File: src/rtl/falu_pkg.sv
// falu_pkg: shared types and constants for the fixed-point ALU.
// Holds opcode codes, the port structs and the front-to-back item struct.
// No dependencies.
`default_nettype none
package falu_pkg;

  localparam logic [3:0] OP_ADD = 4'd0;
  localparam logic [3:0] OP_SUB = 4'd1;
  localparam logic [3:0] OP_MUL = 4'd2;
  localparam logic [3:0] OP_DIV = 4'd3;
  localparam logic [3:0] OP_GE  = 4'd4;
  localparam logic [3:0] OP_LE  = 4'd5;
  localparam logic [3:0] OP_EQ  = 4'd6;
  localparam logic [3:0] OP_NE  = 4'd7;
  localparam logic [3:0] OP_MIN = 4'd8;
  localparam logic [3:0] OP_MAX = 4'd9;

  localparam int QDEPTH = 4;
  localparam int QAW    = 2;

  typedef struct packed {
    logic [3:0]         opcode;
    logic signed [31:0] operand_a;
    logic signed [31:0] operand_b;
  } in_t;

  typedef struct packed {
    logic signed [31:0] value_out;
    logic               compare_true;
    logic               divide_by_zero;
  } out_t;

  typedef struct packed {
    logic [3:0]         opcode;
    logic               is_div;
    logic               is_mul;
    logic               div_zero;
    logic signed [31:0] a;
    logic signed [31:0] b;
  } item_t;

endpackage
`default_nettype wire

File: src/rtl/falu_queue.sv
// falu_queue: short FIFO between the front and the back of the ALU.
// Depends on falu_pkg.
`default_nettype none
module falu_queue (
  input  wire logic            clk,
  input  wire logic            rst_n,
  input  wire logic            push,
  input  wire falu_pkg::item_t wr_item,
  input  wire logic            pop,
  output logic                 full,
  output logic                 not_empty,
  output falu_pkg::item_t      rd_item
);
  import falu_pkg::*;

  item_t            mem [QDEPTH];
  logic [QAW-1:0]   wp_r, rp_r;
  logic [QAW:0]     cnt_r, cnt_nxt;
  logic             do_pop;

  assign full      = (cnt_r == (QAW+1)'(QDEPTH));
  assign not_empty = (cnt_r != '0);
  assign do_pop    = pop && not_empty;
  assign rd_item   = mem[rp_r];

  always_comb begin
    cnt_nxt = cnt_r;
    if (push && !do_pop) begin
      cnt_nxt = cnt_r + 1'b1;
    end else if (!push && do_pop) begin
      cnt_nxt = cnt_r - 1'b1;
    end
  end

  always_ff @(posedge clk) begin
    if (!rst_n) begin
      wp_r  <= '0;
      rp_r  <= '0;
      cnt_r <= '0;
    end else begin
      cnt_r <= cnt_nxt;
      if (push) begin
        wp_r <= wp_r + 1'b1;
      end
      if (do_pop) begin
        rp_r <= rp_r + 1'b1;
      end
    end
  end

  always_ff @(posedge clk) begin
    if (push) begin
      mem[wp_r] <= wr_item;
    end
  end

  a_no_overflow: assert property (@(posedge clk) disable iff (!rst_n)
    full |-> !push)
    else $error("queue written while full");

  a_cnt_range: assert property (@(posedge clk) disable iff (!rst_n)
    cnt_r <= (QAW+1)'(QDEPTH))
    else $error("queue count out of range");

  a_pop_count: assert property (@(posedge clk) disable iff (!rst_n)
    (do_pop && !push) |=> (cnt_r == $past(cnt_r) - 1'b1))
    else $error("queue count did not drop on pop");

endmodule
`default_nettype wire

File: config.mk
export PLATFORM = sky130hd
export DESIGN_NAME = falu_queue
export DESIGN_NICKNAME = d
export VERILOG_FILES = /design/src/rtl/falu_pkg.sv /design/src/rtl/falu_queue.sv
export SDC_FILE = /design/constraint.sdc
export NUM_CORES = 1
export LEC_CHECK = 0
export ABC_AREA = 1
export ABC_CLOCK_PERIOD_IN_PS = 4350
export BUFFER_PORTS_ARGS = -buffer_cell sky130_fd_sc_hd__clkbuf_2
export CORE_MARGIN = 3
export CORE_UTILIZATION = 35
export CTS_BUF_LIST = sky130_fd_sc_hd__clkbuf_2
export DETAILED_ROUTE_END_ITERATION = 10
export MAX_ROUTING_LAYER = met4
export SYNTH_ARGS = -nofsm -noshare
export SYNTH_HDL_FRONTEND = slang
export SYNTH_SLANG_ARGS = --single-unit
File: constraint.sdc
create_clock -name clk -period 4.35 [get_ports clk]
set_input_delay 0.87 -clock clk [delete_from_list [all_inputs] [get_ports clk]]
set_output_delay 0.87 -clock clk [all_outputs]
set_load 0.1 [all_outputs]
Yosys cells after proc, flatten, opt, wreduce, memory -nomap -nowiden
Memory sizes are Yosys's and may differ from the RTL's. A register that Yosys moved wholly into a read port is not among the register bits.
Index checks and enable logic that the tools add are counted.
- logic and storage cells: 22
- register bits after elaboration: 7
- RAM bits: 284
- memories: 1
- muxes and demuxes: 6
- reduce and logical (&&, ||, !) cells: 7
- add/subtract/negate cells: 4
- equality and inequality tests: 1
- memories (memory ; depth ; width ; rd ports ; clocked after Yosys merged registers in ; wr ports ; RTL line ; text):
    mem ; 4 ; 71 ; 1 ; 1 ; 1 ; falu_queue.sv:16 ; item_t mem [QDEPTH];
- operator list (operator ; number):
    $mux W3 ; 2
    $add A2 B1 Y2 const B ; 2
    $mux W2 ; 2
    $add A3 B1 Y3 const B ; 1
    $eq A3 B3 Y1 const B ; 1
    $logic_and A1 B1 Y1 ; 3
    $reduce_bool A3 Y1 ; 1
    $sub A3 B1 Y3 const B ; 1
    $logic_not A1 Y1 ; 2
    $mux W1 ; 2
    $reduce_bool A2 Y1 ; 1

Depth between registers and ports, before layout
- depth after elaboration: 5
- mapped depth: 12
- gate-level depth less buffers: 12

Least setup slack after synthesis
OpenSTA, ideal clock, no wires.
- kind: register to output
- start point: reg cnt_r[0]
- end point: out full
- stages on the path, launching flop included: 2
- arrival time: 2.418 ns
- buffers on the path: 0
- path slack: 1.062 ns
- data required time: 3.480 ns
- path through: dfxtp_1 > nor3_1
- cells in the longest elaborated chain, start to end: 1
- ends and longest elaborated chain (what ; RTL line ; text):
    from (decl) ; falu_queue.sv:18 ; logic [QAW:0] cnt_r, cnt_nxt;
    from (signal assigned) ; falu_queue.sv:41 ; cnt_r <= cnt_nxt;
    $eq A3 B3 Y1 ; falu_queue.sv:21 ; assign full = (cnt_r == (QAW+1)'(QDEPTH));
    to (decl) ; falu_queue.sv:10 ; output logic full,
No other way between the ends.

==> summary.md <==
For the fraction of power consumed by sequential logic, the log shows 38.4%. The final cycle utilization of the critical path works out to 84.8%. Sequential cells were found to cover 79.2% of the synthesized design area. The design draws 8540 uW. In the synthesized netlist, the cells that appear most often are edfxtp_1, nor2_1, o21ai_0. The final number of setup-violating endpoints was 0. The pin count of the biggest net entering global routing was 143; the HPWL after detailed placement was 13200 um. The worst setup path is launched from a register. The critical path in this run is classified as reg2out.

In the global route stage, met1 resource usage came out at 18.8%. In the synthesized netlist, the number of instances is 750. The flow ran to the end, and the final reports show no timing, DRC or antenna violations. The worst setup path is captured at an output port. In this run the deepest clock path goes through 3 buffers. In this run, CTS created clock tree buffers numbering 75.

From synthesis to final layout, the design area changed by 15.8%. The count of input and output buffers was 147; the synthesized net count was 831. In the routed design, unresolved DRC markers number 0. Number of hold buffers added after cts: 0.

Counting distinct cell types in the post-synthesis netlist gives 22. Across the routed clock network, the largest skew measured is 0.0512 ns. After synthesis the netlist holds a flip-flop and latch count of 293. For the pin with the worst max-slew slack, the measured transition is 0.791 ns.

Row generation in the floorplan step produced 64 rows. After layout, the minimum clock period comes to 3.69 ns. The wire length reported by the detailed router is 24000 um.

At the worst endpoint, the required time is 3.48 ns. The post-route netlist has 28.4% of its cells at a drive strength greater than 1. The clock slew seen by the registers of the worst setup and hold paths is 0.11 ns. TritonCTS built the clock tree. The critical path goes through inv_6 > buf_4 > o21ai_0 > o22ai_1 > clkbuf_2.

The arrival time at the worst endpoint was 2.82 ns. The leakage power was 0.00463 uW; the final design instance area without fill was 12700 um^2. Post-CTS repair changed the size of 0 cells. The largest total area in the synthesized netlist belongs to edfxtp_1. Once detail routing completed, the nets flagged for antenna violations numbered 0. The layout has 2910 filler cells. The tools report the first-pass GRT wire length as 36700 um. The tools report the number of detailed-route iterations in the first pass as 7.

The core region is 30700 um^2. The met2 demand-to-capacity share in global routing is 21.5%. Once the clock tree was built, the setup fixing pass inserted 0 buffers. The clock tree root driver cell is clkbuf_2. For the number of top-level pins, the log shows 148. The tools report the global routing met3 resource utilization as 5.28%. The via count of the first global-routing pass came out at 6750. Switching power: 4090 uW. The clock network burns 20.7% of the power. The mean number of vias per cell is 4.80.

In the post-synthesis netlist, the biggest area contributors are edfxtp_1, o21ai_0, nor2_1. For the number of DRC markers in iteration 0, the log shows 469. The die is 183 um wide. In this run the worst hold path is classified as in2reg. The depth of the CTS H-tree was 3. For this design, the slowest cell found on the critical path is clkbuf_2.

The logs give 1021 for the final net count and 1389 for the final cell count without fillers. The die is 183 um tall. Along the worst path, the maximum fanout reaches 53. The number of antenna violations at the first check in global routing is 2.

In this run the critical register-to-register path is captured at mem[0][6]$_DFFE_PP_. Layer carrying the most global-route usage: met2. For this run, the top clock speed supported by timing is 271 MHz.

The internal power of the cells totals 4450 uW. Hold-critical path depth: 1. For this run, asynchronously set or reset flops after synthesis account for 0%.

For this run, the leading register cell type out of synthesis is edfxtp_1. The portion of synthesized cell area occupied by the leading cell type is 77.6%. The final routed wire length divided by cell count came out at 17.3 um. In this run, the combinational gates consume 40.9% of the power. Final count of hold timing violations: 0. For the overall die area, the log shows 33600 um^2. Starting density of the core: 35.8%. The number of warnings printed during yosys synthesis was 0; the synthesized area divided by synthesized cell count was 14.7 um^2. The tools report the placer congestion estimate as 0.713.

The largest single stage delay on the critical path is 0.52 ns. For the global router's overall resource usage, the log shows 14.6%. The power density normalized to cell area is 671 nW/um^2, and the worst vdd rail ir drop is 0.787 mV. The terminating pin of the worst hold path was mem[1][54]$_DFFE_PP_. The core occupancy in the finished layout was 41.4%. The startpoint of the worst hold path is wr_item[54]. By instance count, the leading cell after synthesis is edfxtp_1. Adding up every negative setup slack in the final design gives 0 ns.

For this run the aggregate overflow at the end of global routing stands at 0. The tools report the routed via count as 6667. The setup slack on the worst flop-to-flop path is 2.29 ns, and the switching part of the total is 47.9%.

The remaining max-slew budget at the tightest pin came out at 47.3%. The count of final max-slew check failures came out at 0. The worst register-to-register path begins at wp_r[0]$_SDFFE_PN0P_. Counting flops with a built-in enable in the synthesized netlist gives 284. Including well taps, the total number of placed cells is 1259. For the worst flop-to-flop path, the logic depth is 5.

The clock reaches the later pin of the worst-skew pair after 0.83 ns. After detailed placement, the total cell area comes to 12100 um^2. Setup repair after global routing left no endpoint under its margin. The cell area that synthesis handed to floorplanning was 11000 um^2. The logs give 293 for the clock sink count and 0 for the number of maximum-capacitance constraint violations.
-- worst max-delay path by stage --
stage | startpoint | to | slack, ns | depth (start not counted)
finish | register | rd_item[13] | 0.66 | 5
global route | register | rd_item[0] | 0.40 | 4
CTS | register | rd_item[5] | 0.51 | 5
global placement | register | rd_item[7] | 1.45 | 5
detailed placement | register | rd_item[5] | 1.46 | 5
floorplan | cnt_r[0]$_SDFFE_PN0P_ | full | 1.06 | 1
-- layer usage --
layer | vias to the layer above | wire [um] | part of all wire (%)
met1 | 3214 | 10800 | 45
li1 | 3241 | - | -
met4 | 0 | 297 | 1.2
met2 | 183 | 11100 | 46
met3 | 29 | 1770 | 7.4
met5 | - | 0 | 0
-- cell families after synthesis --
| logic type | count (synthesis) | share of synthesized area (%) |
|---|---|---|
| flops | 293 | 79.2 |
| compound gates | 221 | 10.9 |
| simple gates | 167 | 5.75 |
| buf+inv | 62 | 3.33 |
| fa+ha+maj | 6 | 0.751 |
| xor+xnor | 1 | 0.0797 |
-- power groups by stage --
stage	Combinational (uW)	Clock [uW]	Sequential, uW
global placement	3510	0	3340
floorplan	2970	0	3340
finish	3500	1770	3280
global route	3670	2010	3290
CTS	3530	1860	3280
detailed placement	3530	0	3340
-- critical path: cells and delay by family (launching register included) --
family	cells	cell delay, ns
compound gates	2	0.40
buf+inv	3	1.22
flops	1	0.37
-- cells in the final DEF (no fill, tap or decap), types with 7 or more instances in the layout --
cell type	n
edfxtp_1	284
clkbuf_2	257
nor2_1	148
o21ai_0	130
o22ai_1	71
o21ai_1	15
nand2_1	15
clkinv_1	14
inv_1	10
buf_4	8
dfxtp_1	7
-- per-stage QoR --
step                      hold slack, ns  setup WS, ns
final                              0.260         0.661
after global routing               0.126         0.397
after CTS                          0.127         0.507
after detailed placement           0.486          1.46
after global placement             0.482          1.45
after floorplan                    0.465          1.06
-- registers in the layout, indices dropped and copies added, names as in the netlist, named ones only --
name   flops
cnt_r      3
mem      284
rp_r       2
wp_r       2
-- layout make-up --
type | instances | area, um^2 | area share [%]
tap | 396 | 495 | 3.89
sequential | 293 | 8710 | 68.5
inverter | 16 | 70.1 | 0.551
antenna | 2 | 5.00 | 0.0393
timing repair buffer | 159 | 876 | 6.88
clock inverter | 18 | 96.3 | 0.757
multi-input combinational | 395 | 1920 | 15.1
clock buffer | 110 | 551 | 4.33
Power figures use the tool's default switching activity.
