**src/rtl/falu_pkg.sv**
```systemverilog
// falu_pkg: shared types and constants for the fixed-point ALU.
// Holds opcode codes, the port structs and the front-to-back item struct.
// No dependencies.
`default_nettype none
package falu_pkg;

  localparam logic [3:0] OP_ADD = 4'd0;
  localparam logic [3:0] OP_SUB = 4'd1;
  localparam logic [3:0] OP_MUL = 4'd2;
  localparam logic [3:0] OP_DIV = 4'd3;
  localparam logic [3:0] OP_GE  = 4'd4;
  localparam logic [3:0] OP_LE  = 4'd5;
  localparam logic [3:0] OP_EQ  = 4'd6;
  localparam logic [3:0] OP_NE  = 4'd7;
  localparam logic [3:0] OP_MIN = 4'd8;
  localparam logic [3:0] OP_MAX = 4'd9;

  localparam int QDEPTH = 4;
  localparam int QAW    = 2;

  typedef struct packed {
    logic [3:0]         opcode;
    logic signed [31:0] operand_a;
    logic signed [31:0] operand_b;
  } in_t;

  typedef struct packed {
    logic signed [31:0] value_out;
    logic               compare_true;
    logic               divide_by_zero;
  } out_t;

  typedef struct packed {
    logic [3:0]         opcode;
    logic               is_div;
    logic               is_mul;
    logic               div_zero;
    logic signed [31:0] a;
    logic signed [31:0] b;
  } item_t;

endpackage
`default_nettype wire

```
**src/rtl/falu_front.sv**
```systemverilog
// falu_front: input register that accepts words and classifies the opcode.
// Depends on falu_pkg.
`default_nettype none
module falu_front (
  input  wire logic            clk,
  input  wire logic            rst_n,
  input  wire logic            in_valid,
  output logic                 in_stall,
  input  wire falu_pkg::in_t   in_data,
  input  wire logic            q_full,
  output logic                 push,
  output falu_pkg::item_t      item
);
  import falu_pkg::*;

  logic  fr_v_r, fr_v_nxt;
  item_t fr_r;
  logic  fire;

  assign in_stall = fr_v_r && q_full;
  assign fire     = in_valid && !in_stall;
  assign push     = fr_v_r && !q_full;
  assign item     = fr_r;

  always_comb begin
    fr_v_nxt = fr_v_r;
    if (fire) begin
      fr_v_nxt = 1'b1;
    end else if (push) begin
      fr_v_nxt = 1'b0;
    end
  end

  always_ff @(posedge clk) begin
    if (!rst_n) begin
      fr_v_r <= 1'b0;
    end else begin
      fr_v_r <= fr_v_nxt;
    end
  end

  always_ff @(posedge clk) begin
    if (fire) begin
      fr_r.opcode   <= in_data.opcode;
      fr_r.is_div   <= (in_data.opcode == OP_DIV);
      fr_r.is_mul   <= (in_data.opcode == OP_MUL);
      fr_r.div_zero <= (in_data.opcode == OP_DIV) && (in_data.operand_b == 32'sd0);
      fr_r.a        <= in_data.operand_a;
      fr_r.b        <= in_data.operand_b;
    end
  end

endmodule
`default_nettype wire

```
**config.mk**
```make
export PLATFORM = sky130hd
export DESIGN_NAME = falu_front
export DESIGN_NICKNAME = d
export VERILOG_FILES = /design/src/rtl/falu_pkg.sv /design/src/rtl/falu_front.sv
export SDC_FILE = /design/constraint.sdc
export NUM_CORES = 1
export LEC_CHECK = 0
export BUFFER_PORTS_ARGS = -buffer_cell sky130_fd_sc_hd__buf_2
export CAP_MARGIN = 25
export CELL_PAD_IN_SITES_DETAIL_PLACEMENT = 0
export CELL_PAD_IN_SITES_GLOBAL_PLACEMENT = 1
export CORE_UTILIZATION = 33
export CTS_CLUSTER_DIAMETER = 80
export CTS_CLUSTER_SIZE = 16
export DETAILED_ROUTE_END_ITERATION = 10
export PLACE_DENSITY_LB_ADDON = 0.3
export SLEW_MARGIN = 25
export SYNTH_ARGS = -nofsm -noshare
export SYNTH_HDL_FRONTEND = slang
export SYNTH_SLANG_ARGS = --single-unit
```
**constraint.sdc**
```tcl
create_clock -name clk -period 5.15 [get_ports clk]
set_input_delay 0.7725 -clock clk [delete_from_list [all_inputs] [get_ports clk]]
set_output_delay 0.7725 -clock clk [all_outputs]
set_load 0.01 [all_outputs]
```
* Yosys cells after proc, flatten, opt, wreduce, memory -nomap -nowiden *
Index checks and enable logic that the tools add are counted.

storage, ports and cells
  register bits = 72
  latch bits = 0
  memory bits (writable) = 0
  ROM bits = 0
  input port bits = 72
  output and inout bits = 73
  logic and storage cells = 19
  memories = 0

operators by class
  add/sub/neg operators = 0
  multipliers = 0
  div/mod/pow operators = 0
  order comparisons = 0
  equality and inequality tests = 2
  shifts and indexed selects = 0
  multiplexer cells = 2
  bitwise operators = 0
  reduce and logical (&&, ||, !) cells = 8

operator list
  operator            number
  $logic_not 32->1    1
  $eq 4x2->1 const B  2
  $logic_and 1x1->1   4
  $logic_not 1->1     2
  $mux 1              2
  $reduce_bool 2->1   1

* Longest topological paths before layout *
Gate-level depths: netlist (run 1).

  depth after elaboration = 4
  mapped depth = 3
  mapped depth without buffers = 3

* Worst setup path before layout (run 1) *
Ideal clock, no wire load.

  path type = input to register
  start point = input q_full
  end point = register fr_r (netlist bit item[0]) (enable)
  library setup time = 0.508 ns
  data arrival time = 4.140 ns
  required time = 4.642 ns
  path slack = 0.502 ns
  cell stages on the path = 2
  buffers on the path = 0
  cell sequence = and2_1 -> nor2b_1

on the way
  cells in the longest elaborated chain, start to end = 3

ends and longest elaborated chain
  what                line              source
  start: declaration  falu_front.sv:10  input wire logic q_full,
  $logic_and 1x1->1   falu_front.sv:20  assign in_stall = fr_v_r && q_full;
  $logic_not 1->1     falu_front.sv:21  assign fire = in_valid && !in_stall;
  $logic_and 1x1->1   falu_front.sv:21
  via fire            falu_front.sv:18  logic fire;
  end: declaration    falu_front.sv:17  item_t fr_r;

The timed path passes the listed nets, and every way through them passes these cells.
A chain may end at the register's enable or synchronous reset.

* Worst setup path in the final report (run 1) *
  start point = input q_full
  end point = register fr_r (netlist bit item[16]) (enable)

Same word-level chain as after synthesis.

==> results of run 1 <==
-- worst max-delay path, cell delays in order --
cell and delay [ns]:
buf_2 0.10, and2_1 0.19, nor2b_4 0.63, buf_4 0.59
-- cell usage after synthesis --
cell type	n
edfxtp_1	71
nor2b_1	2
nand3_1	1
nand2_1	1
nor4_2	2
and2_1	1
nor2_1	2
nor3_2	1
nor4_1	6
o21a_1	1
dfxtp_1	1
nand4_1	2
inv_1	1
-- final cells by class --
| cell class | instances | area (µm²) |
|---|---|---|
| clock inverter | 6 | 83.8 |
| fill | 561 | 3200 |
| timing repair buffer | 145 | 728 |
| sequential | 72 | 2150 |
| tap | 77 | 96.3 |
| inverter | 1 | 3.75 |
| clock buffer | 10 | 128 |
| multi-input combinational | 19 | 135 |
-- cell families (layout without fill, tap and decap cells) --
kind of cell / Yosys count / in the layout / synth area share
DFF: 72 / 72 / 0.942
AOI/OAI and AO/OA: 1 / 1 / 0.00329
buffers and inverters: 1 / 162 / 0.00164
and+or+nand+nor: 18 / 18 / 0.0526
-- power groups by stage --
stage	registers (mW)	clock network (mW)	logic [mW]
2_1_floorplan	0.727	0	0.0136
3_5_place_dp	0.705	0	0.102
5_1_grt	0.694	0.507	0.108
3_3_place_gp	0.704	0	0.100
6_report	0.691	0.469	0.0998
4_1_cts	0.692	0.485	0.102
-- worst paths after layout --
path	start	endpoint	slack, ns	cells after the start
hold / removal	in_data[53]	item[53]	0.61	1
hold reg to reg	fr_v_r	fr_v_r	0.66	2
setup reg to reg	fr_v_r	item[16]	3.06	3
setup / recovery	q_full	item[16]	2.80	4
-- state kept, by name, indices dropped and copies added, names as in the netlist --
| register | flops |
|---|---|
| fr_v_r | 1 |
| item | 71 |
-- layout by cell type (no fill, tap or decap) --
master,count
and2_1,1
buf_2,144
buf_4,1
bufinv_16,2
clkbuf_1,1
clkbuf_8,9
clkinv_1,1
clkinv_2,1
clkinvlp_4,2
dfxtp_1,1
edfxtp_1,71
inv_1,1
nand2_1,1
nand3_1,1
nand4_1,2
nor2_1,2
nor2b_1,1
nor2b_4,1
nor3_2,1
nor4_1,6
nor4_2,2
o21a_1,1
-- metal layers --
metal  vias up  wire (µm)  global-route usage
met5         -          0                   0
met4         0         78              0.0832
met3         9        744              0.0817
met2       110       2060               0.191
met1       662       1910               0.152
li1        686          -                   -
-- through the flow --
step | total power, mW | area, µm²
detailed placement | 0.806 | 3120
CTS | 1.28 | 3330
global placement | 0.804 | 3120
global route | 1.31 | 3330
floorplan | 0.741 | 2280
finish | 1.26 | 3330
==> flow_summary.json, run 1 <==
{
  "status": "finished, final reports clean",
  "dieArea_mm2": 0.00726,
  "grt_pass1_wl_mm": 7.02,
  "area_delta_synth_final_pct": 45.7,
  "gp_congestion": 0.671,
  "grt_max_degree": 44,
  "start_kind": "input port",
  "synthesis.area_mm2": 0.00228,
  "finalHoldViolCount": 0,
  "holdBufCountCts": 0,
  "cts.path.max_buffers": 2,
  "htreeDepth": 3,
  "io-pin-count": 145,
  "start_util": 0.350,
  "post-place-ws_ns": 2.41,
  "die_w_um": 85.2,
  "netlist_instances": 92,
  "p_per_area_mw_per_mm2": 379,
  "synth_fp_nets": 164,
  "cp.arrival_ns": 2.32,
  "wirelength_mm": 4.80,
  "syn_area_per_cell_um2": 24.8,
  "grt_pass1_vias": 1485,
  "insertion_delay_ns": 0.33,
  "cts-resized-gates": 0,
  "synth_top_area_frac": 0.934,
  "worstPathRequired_ns": 5.12,
  "switching_power_mw": 0.262,
  "worst_slack_ns": 2.80,
  "drc": 0,
  "p_clk_frac": 0.372,
  "power.share.combinational": 0.079,
  "wl_per_cell_um": 14.5,
  "yosysSeqAreaShare": 0.942,
  "holdWs_ns": 0.609,
  "synthTopCellsByArea": "edfxtp_1 (93%), nor4_1 (1.6%), nor4_2 (1.1%), dfxtp_1 (0.88%), nand4_1 (0.55%)",
  "die_h_um": 85.2,
  "clock_skew_ns": 0.00448,
  "relSlewSlack": 0.480,
  "postRouteAntennaNets": 0,
  "setup_violations": 0,
  "p_leak_nw": 1.41,
  "clk_pin_slew_worst_paths_ns": 0.07,
  "critPathMaxFanout": 43,
  "synth.distinct_cells": 13,
  "antenna_found_initial": 0,
  "first_iter_violations": 31,
  "swShare": 0.208,
  "cts_sinks": 72,
  "grtUsageTotal": 0.134,
  "num_rows": 29,
  "cts_tree": "yes",
  "finalCriticalPeriod_ns": 2.35,
  "peakVddDrop_mv": 0.178,
  "drv_slew": 0,
  "cts_buffers": 9,
  "dp_hpwl_mm": 3.60,
  "pwr-share-seq": 0.549,
  "dr.pass1.iters": 4,
  "yosys.area.top_type": "edfxtp_1",
  "tightest_slew_ns": 0.779,
  "postCtsSetupRepairBufs": 0,
  "timing.fmax_mhz": 426,
  "nets": 320,
  "stdcell_count": 330,
  "design.core.area_mm2": 0.00653,
  "yosysWarnings": 0,
  "final_util": 0.509,
  "maxCapViolations": 0,
  "viasPerCell": 4.45,
  "synth-seq-cells": 72,
  "rsz0062_at_grt": "no",
  "hold_path_class": "in2reg",
  "worstSetupPathType": "in2reg",
  "finalCritPeriodShare": 0.456,
  "drive_gt1_frac": 0.644,
  "tns_ns": 0,
  "vias": 1467,
  "overflow": 0,
  "intPower_mw": 0.997,
  "n_antenna_cell": 0,
  "clockRootBuffer": "clkbuf_8",
  "dpl.cell_count": 314,
  "port_buffers": 144,
  "end_kind": "register"
}
Note: power is estimated with default switching activity, not from simulation.
==> run 2: changes to the inputs <==
Clock period 5.15 ns to 2.4 ns, I/O delays scaled along.
==> run 2 against run 1 <==
  * Clock power is 90% higher
  * Largest power group unchanged
  * Critical path type is now reg2reg
  * Via count grew 1.2%
  * Critical path depth is 1 lower
  * Count of clock-buffer cells in the layout is 1 lower
  * Sequential share of layout area up 0.34 points
  * Highest routed layer unchanged
  * Non-clock buffer count rose by 1
==> flow_summary.json, run 2 (synthesized netlist as in run 1, its figures left out) <==
{
  "status": "finished, final reports clean",
  "first_iter_violations": 49,
  "area_delta_synth_final_pct": 44.9,
  "cpMaxStageDelayCell": "buf_4",
  "fillers": 577,
  "worstHoldStart": "in_data[40]",
  "overflow": 0,
  "dpl.cell_count": 315,
  "viasPerCell": 4.49,
  "grtUsageTotal": 0.138,
  "port_buffers": 144,
  "grt_pass1_wl_mm": 7.13,
  "p_per_area_mw_per_mm2": 783,
  "cts-resized-gates": 0,
  "regArea_mm2": 0.00215,
  "p_leak_nw": 1.41,
  "io-pin-count": 145,
  "rsz0062_at_grt": "no",
  "drc": 0,
  "relSlewSlack": 0.683,
  "tns_ns": 0,
  "critPathMaxFanout": 38,
  "cts_buffers": 9,
  "r2r_setup_slack_ns": 1.01,
  "die_w_um": 85.2,
  "vias": 1485,
  "wirelength_mm": 4.83,
  "cp.arrival_ns": 1.37,
  "clock_skew_ns": 0.00626,
  "reg2reg_to": "item[46]",
  "end_kind": "register",
  "rr_worst_depth": 3,
  "start_kind": "register",
  "largest_reg_flops": 71,
  "clk_pin_slew_worst_paths_ns": 0.07,
  "n_antenna_cell": 0,
  "timing.fmax_mhz": 719,
  "antenna_found_initial": 0,
  "holdBufCountCts": 0,
  "postRouteAntennaNets": 0,
  "hold_path_class": "in2reg",
  "crit_path_max_incr_delay_ns": 0.42,
  "dr.pass1.iters": 4,
  "design.core.area_mm2": 0.00653,
  "wl_per_cell_um": 14.6,
  "drv_slew": 0,
  "finalHoldViolCount": 0,
  "dieArea_mm2": 0.00726,
  "cts_tree": "yes",
  "maxCapViolations": 0,
  "postCtsSetupRepairBufs": 0,
  "peakVddDrop_mv": 0.358,
  "grt_max_degree": 39,
  "cts.path.max_buffers": 2,
  "finalCriticalPeriod_ns": 1.39,
  "cts_sinks": 72,
  "cp_top_family": "buffers and inverters",
  "die_h_um": 85.2,
  "clockRootBuffer": "clkbuf_8",
  "reg2reg_from": "fr_v_r",
  "min_delay_path_depth": 1,
  "worstPathRequired_ns": 2.38,
  "drive_gt1_frac": 0.650,
  "insertion_delay_ns": 0.34,
  "layout_common_cells": "buf_2 (144), edfxtp_1 (71), clkbuf_8 (9)",
  "setup_violations": 0,
  "path_buf_inv": 1,
  "start_util": 0.350,
  "crit_path_cell_trace": "and2_1, nor2b_4, buf_4",
  "nets": 321,
  "final_util": 0.507,
  "num_rows": 29,
  "gp_congestion": 0.730,
  "tightest_slew_ns": 0.475,
  "finalCritPeriodShare": 0.579,
  "multiInputGateArea_um2": 135,
  "worstSetupPathType": "reg2reg",
  "layout_commonest_cell": "buf_2",
  "holdPathEnd": "item[40]",
  "htreeDepth": 3,
  "stdcell_count": 331,
  "grt_pass1_vias": 1436
}
[run 2: worst max-delay path by stage]
stage               startpoint  depth (start not counted)  slack, ns  endpoint
global route            fr_v_r                          3       0.93  item[46]
detailed placement      q_full                          4       0.82  item[40]
floorplan               q_full                          2       0.32   item[0]
global placement        q_full                          4       0.84  item[40]
finish                  fr_v_r                          3       1.01  item[46]
CTS                     fr_v_r                          3       1.00  item[46]
[run 2: where the power goes]
group,total [mW],switching (mW),internal [mW]
Combinational,0.215,0.121,0.0937
Clock,0.893,0.422,0.470
Sequential,1.48,0.0157,1.47
[run 2: metal layers]
layer	part of all wire	GRT usage	wire length, µm
met4	0.015	0.0832	72
met3	0.17	0.0856	835
met1	0.38	0.153	1840
met2	0.43	0.202	2080
met5	0	0	0
[run 2: final cells by class]
| type | instances | share of cell area |
|---|---|---|
| flip-flops and latches | 72 | 0.650 |
| repair buffers | 146 | 0.222 |
| multi-input cells | 19 | 0.0408 |
| clock buffers | 9 | 0.0374 |
| well taps | 77 | 0.0291 |
| clock inverters | 7 | 0.0189 |
| inverters | 1 | 0.00113 |
[run 2: metrics by stage]
step	power [mW]	hold slack (ns)	worst slack, ns	area (µm²)
after floorplan	1.59	0.459	0.317	2290
after global placement	1.73	0.537	0.838	3120
after detailed placement	1.73	0.538	0.822	3120
after CTS	2.62	0.174	1.00	3310
after global routing	2.70	0.165	0.934	3310
final	2.59	0.194	1.01	3310
==> run 3: changes to the inputs <==
Settings changed: CORE_UTILIZATION 33 to 30.
Clock period 2.4 ns to 1.23 ns, I/O delays scaled along.
==> run 3 against run 2 <==
  * Wire length is 0.41% lower
  * Largest power group unchanged
  * Combinational power is 110% higher
  * Utilization is 4.8 points lower
  * Worst setup slack worse by 0.97 ns
  * Sequential share of layout area is 0.75 points lower
  * Die area is 9.8% higher
  * Count of clock-buffer cells in the layout is 1 higher
==> flow_summary.json, run 3 (synthesized netlist as in run 1, its figures left out) <==
{
  "fillers": 683,
  "layout_commonest_cell": "buf_2",
  "clockRootBuffer": "clkbuf_8",
  "critPathMaxFanout": 35,
  "finalCritPeriodShare": 0.967,
  "hold_path_class": "in2reg",
  "drv_slew": 0,
  "grtUsageTotal": 0.122,
  "cp_top_family": "simple AND/OR/NAND/NOR gates",
  "num_rows": 31,
  "intPower_mw": 3.75,
  "grt_pass1_vias": 1408,
  "tns_ns": 0,
  "crit_path_max_incr_delay_ns": 0.31,
  "clk_pin_slew_worst_paths_ns": 0.06,
  "port_buffers": 144,
  "insertion_delay_ns": 0.32,
  "die_w_um": 89.2,
  "viasPerCell": 4.14,
  "holdWs_ns": 0.0340,
  "p_per_area_mw_per_mm2": 1420,
  "vias": 1464,
  "antenna_found_initial": 0,
  "cp.arrival_ns": 1.20,
  "reg2reg_from": "fr_v_r",
  "finalHoldViolCount": 0,
  "first_iter_violations": 17,
  "cts.path.max_buffers": 2,
  "min_delay_path_depth": 1,
  "wirelength_mm": 4.81,
  "r2r_setup_slack_ns": 0.04,
  "cts-resized-gates": 0,
  "overflow": 0,
  "setup_violations": 0,
  "worstHoldStart": "in_data[59]",
  "reg2reg_to": "item[45]",
  "postCtsSetupRepairBufs": 0,
  "area_delta_synth_final_pct": 46.6,
  "grt_pass1_wl_mm": 6.78,
  "pwr-share-seq": 0.608,
  "htreeDepth": 3,
  "cpMaxStageDelayCell": "dfxtp_1",
  "relSlewSlack": 0.748,
  "swShare": 0.213,
  "clock_skew_ns": 0.00640,
  "holdPathEnd": "item[59]",
  "gp_congestion": 0.677,
  "design.core.area_mm2": 0.00729,
  "cts_tree": "yes",
  "rr_worst_depth": 3,
  "finalCriticalPeriod_ns": 1.19,
  "worstPathRequired_ns": 1.24,
  "tightest_slew_ns": 0.375,
  "end_kind": "register",
  "p_clk_frac": 0.299,
  "largest_reg_flops": 71,
  "layout_common_cells": "buf_2 (144), edfxtp_1 (71), clkbuf_8 (9)",
  "nets": 325,
  "cts_buffers": 9,
  "dieArea_mm2": 0.00796,
  "power.share.combinational": 0.093,
  "switching_power_mw": 1.01,
  "drc": 0,
  "maxCapViolations": 0,
  "start_util": 0.313,
  "die_h_um": 89.2,
  "peakVddDrop_mv": 0.579,
  "drive_gt1_frac": 0.647,
  "status": "finished, final reports clean",
  "wl_per_cell_um": 13.6,
  "postRouteAntennaNets": 0,
  "grt_max_degree": 36,
  "holdBufCountCts": 0,
  "worstSetupPathType": "reg2reg",
  "timing.fmax_mhz": 840,
  "cts_sinks": 72,
  "path_buf_inv": 1,
  "p_leak_nw": 1.42,
  "io-pin-count": 145,
  "crit_path_cell_trace": "and2_4, nor2b_4, buf_12",
  "n_antenna_cell": 0,
  "dr.pass1.iters": 3,
  "start_kind": "register",
  "rsz0062_at_grt": "yes"
}
run 3: stage by stage:
| step | instances | util | instance area (µm²) | worst slack (ns) | power (mW) |
|---|---|---|---|---|---|
| after global routing | 354 | 0.459 | 3350 | -0.00113 | 4.98 |
| after global placement | 341 | 0.440 | 3210 | 0.0386 | 3.39 |
| after detailed placement | 341 | 0.440 | 3210 | 0.00667 | 3.40 |
| after CTS | 354 | 0.459 | 3350 | 0.0313 | 4.83 |
| after floorplan | 92 | - | 2290 | -0.692 | 3.10 |
| final | 354 | 0.459 | 3350 | 0.0402 | 4.76 |
run 3: worst max path at each step:
| stage | depth (start not counted) | startpoint | end | slack (ns) |
|---|---|---|---|---|
| 6_report | 3 | fr_v_r | item[45] | 0.04 |
| 5_1_grt | 3 | fr_v_r | item[43] | -0.001 |
| 4_1_cts | 3 | fr_v_r | item[51] | 0.03 |
| 3_5_place_dp | 4 | in_data[1] | item[64] | 0.007 |
| 3_3_place_gp | 4 | in_data[1] | item[64] | 0.04 |
| 2_1_floorplan | 2 | fr_v_r | item[0] | -0.69 |
run 3: metal layers:
metal	up-vias	routed length, µm	track usage
met3	9	772	0.0720
met4	0	85	0.0736
met1	645	2000	0.142
met2	116	1950	0.173
met5	-	0	0
li1	694	-	-
run 3: power groups by stage:
stage / Sequential (mW) / Clock, mW / Combinational [mW]
global placement: 2.94 / 0 / 0.450
floorplan: 3.03 / 0 / 0.0613
finish: 2.89 / 1.42 / 0.445
detailed placement: 2.95 / 0 / 0.453
CTS: 2.90 / 1.48 / 0.454
global route: 2.91 / 1.58 / 0.490
run 3: final cells by class:
type                    instances  area [µm²]  share of cell area
flip-flops and latches         72        2150               0.643
repair buffers                150         791               0.236
multi-input cells              19         138              0.0411
clock buffers                  10         128              0.0381
well taps                      99         124              0.0370
clock inverters                 3        12.5             0.00374
inverters                       1        3.75             0.00112
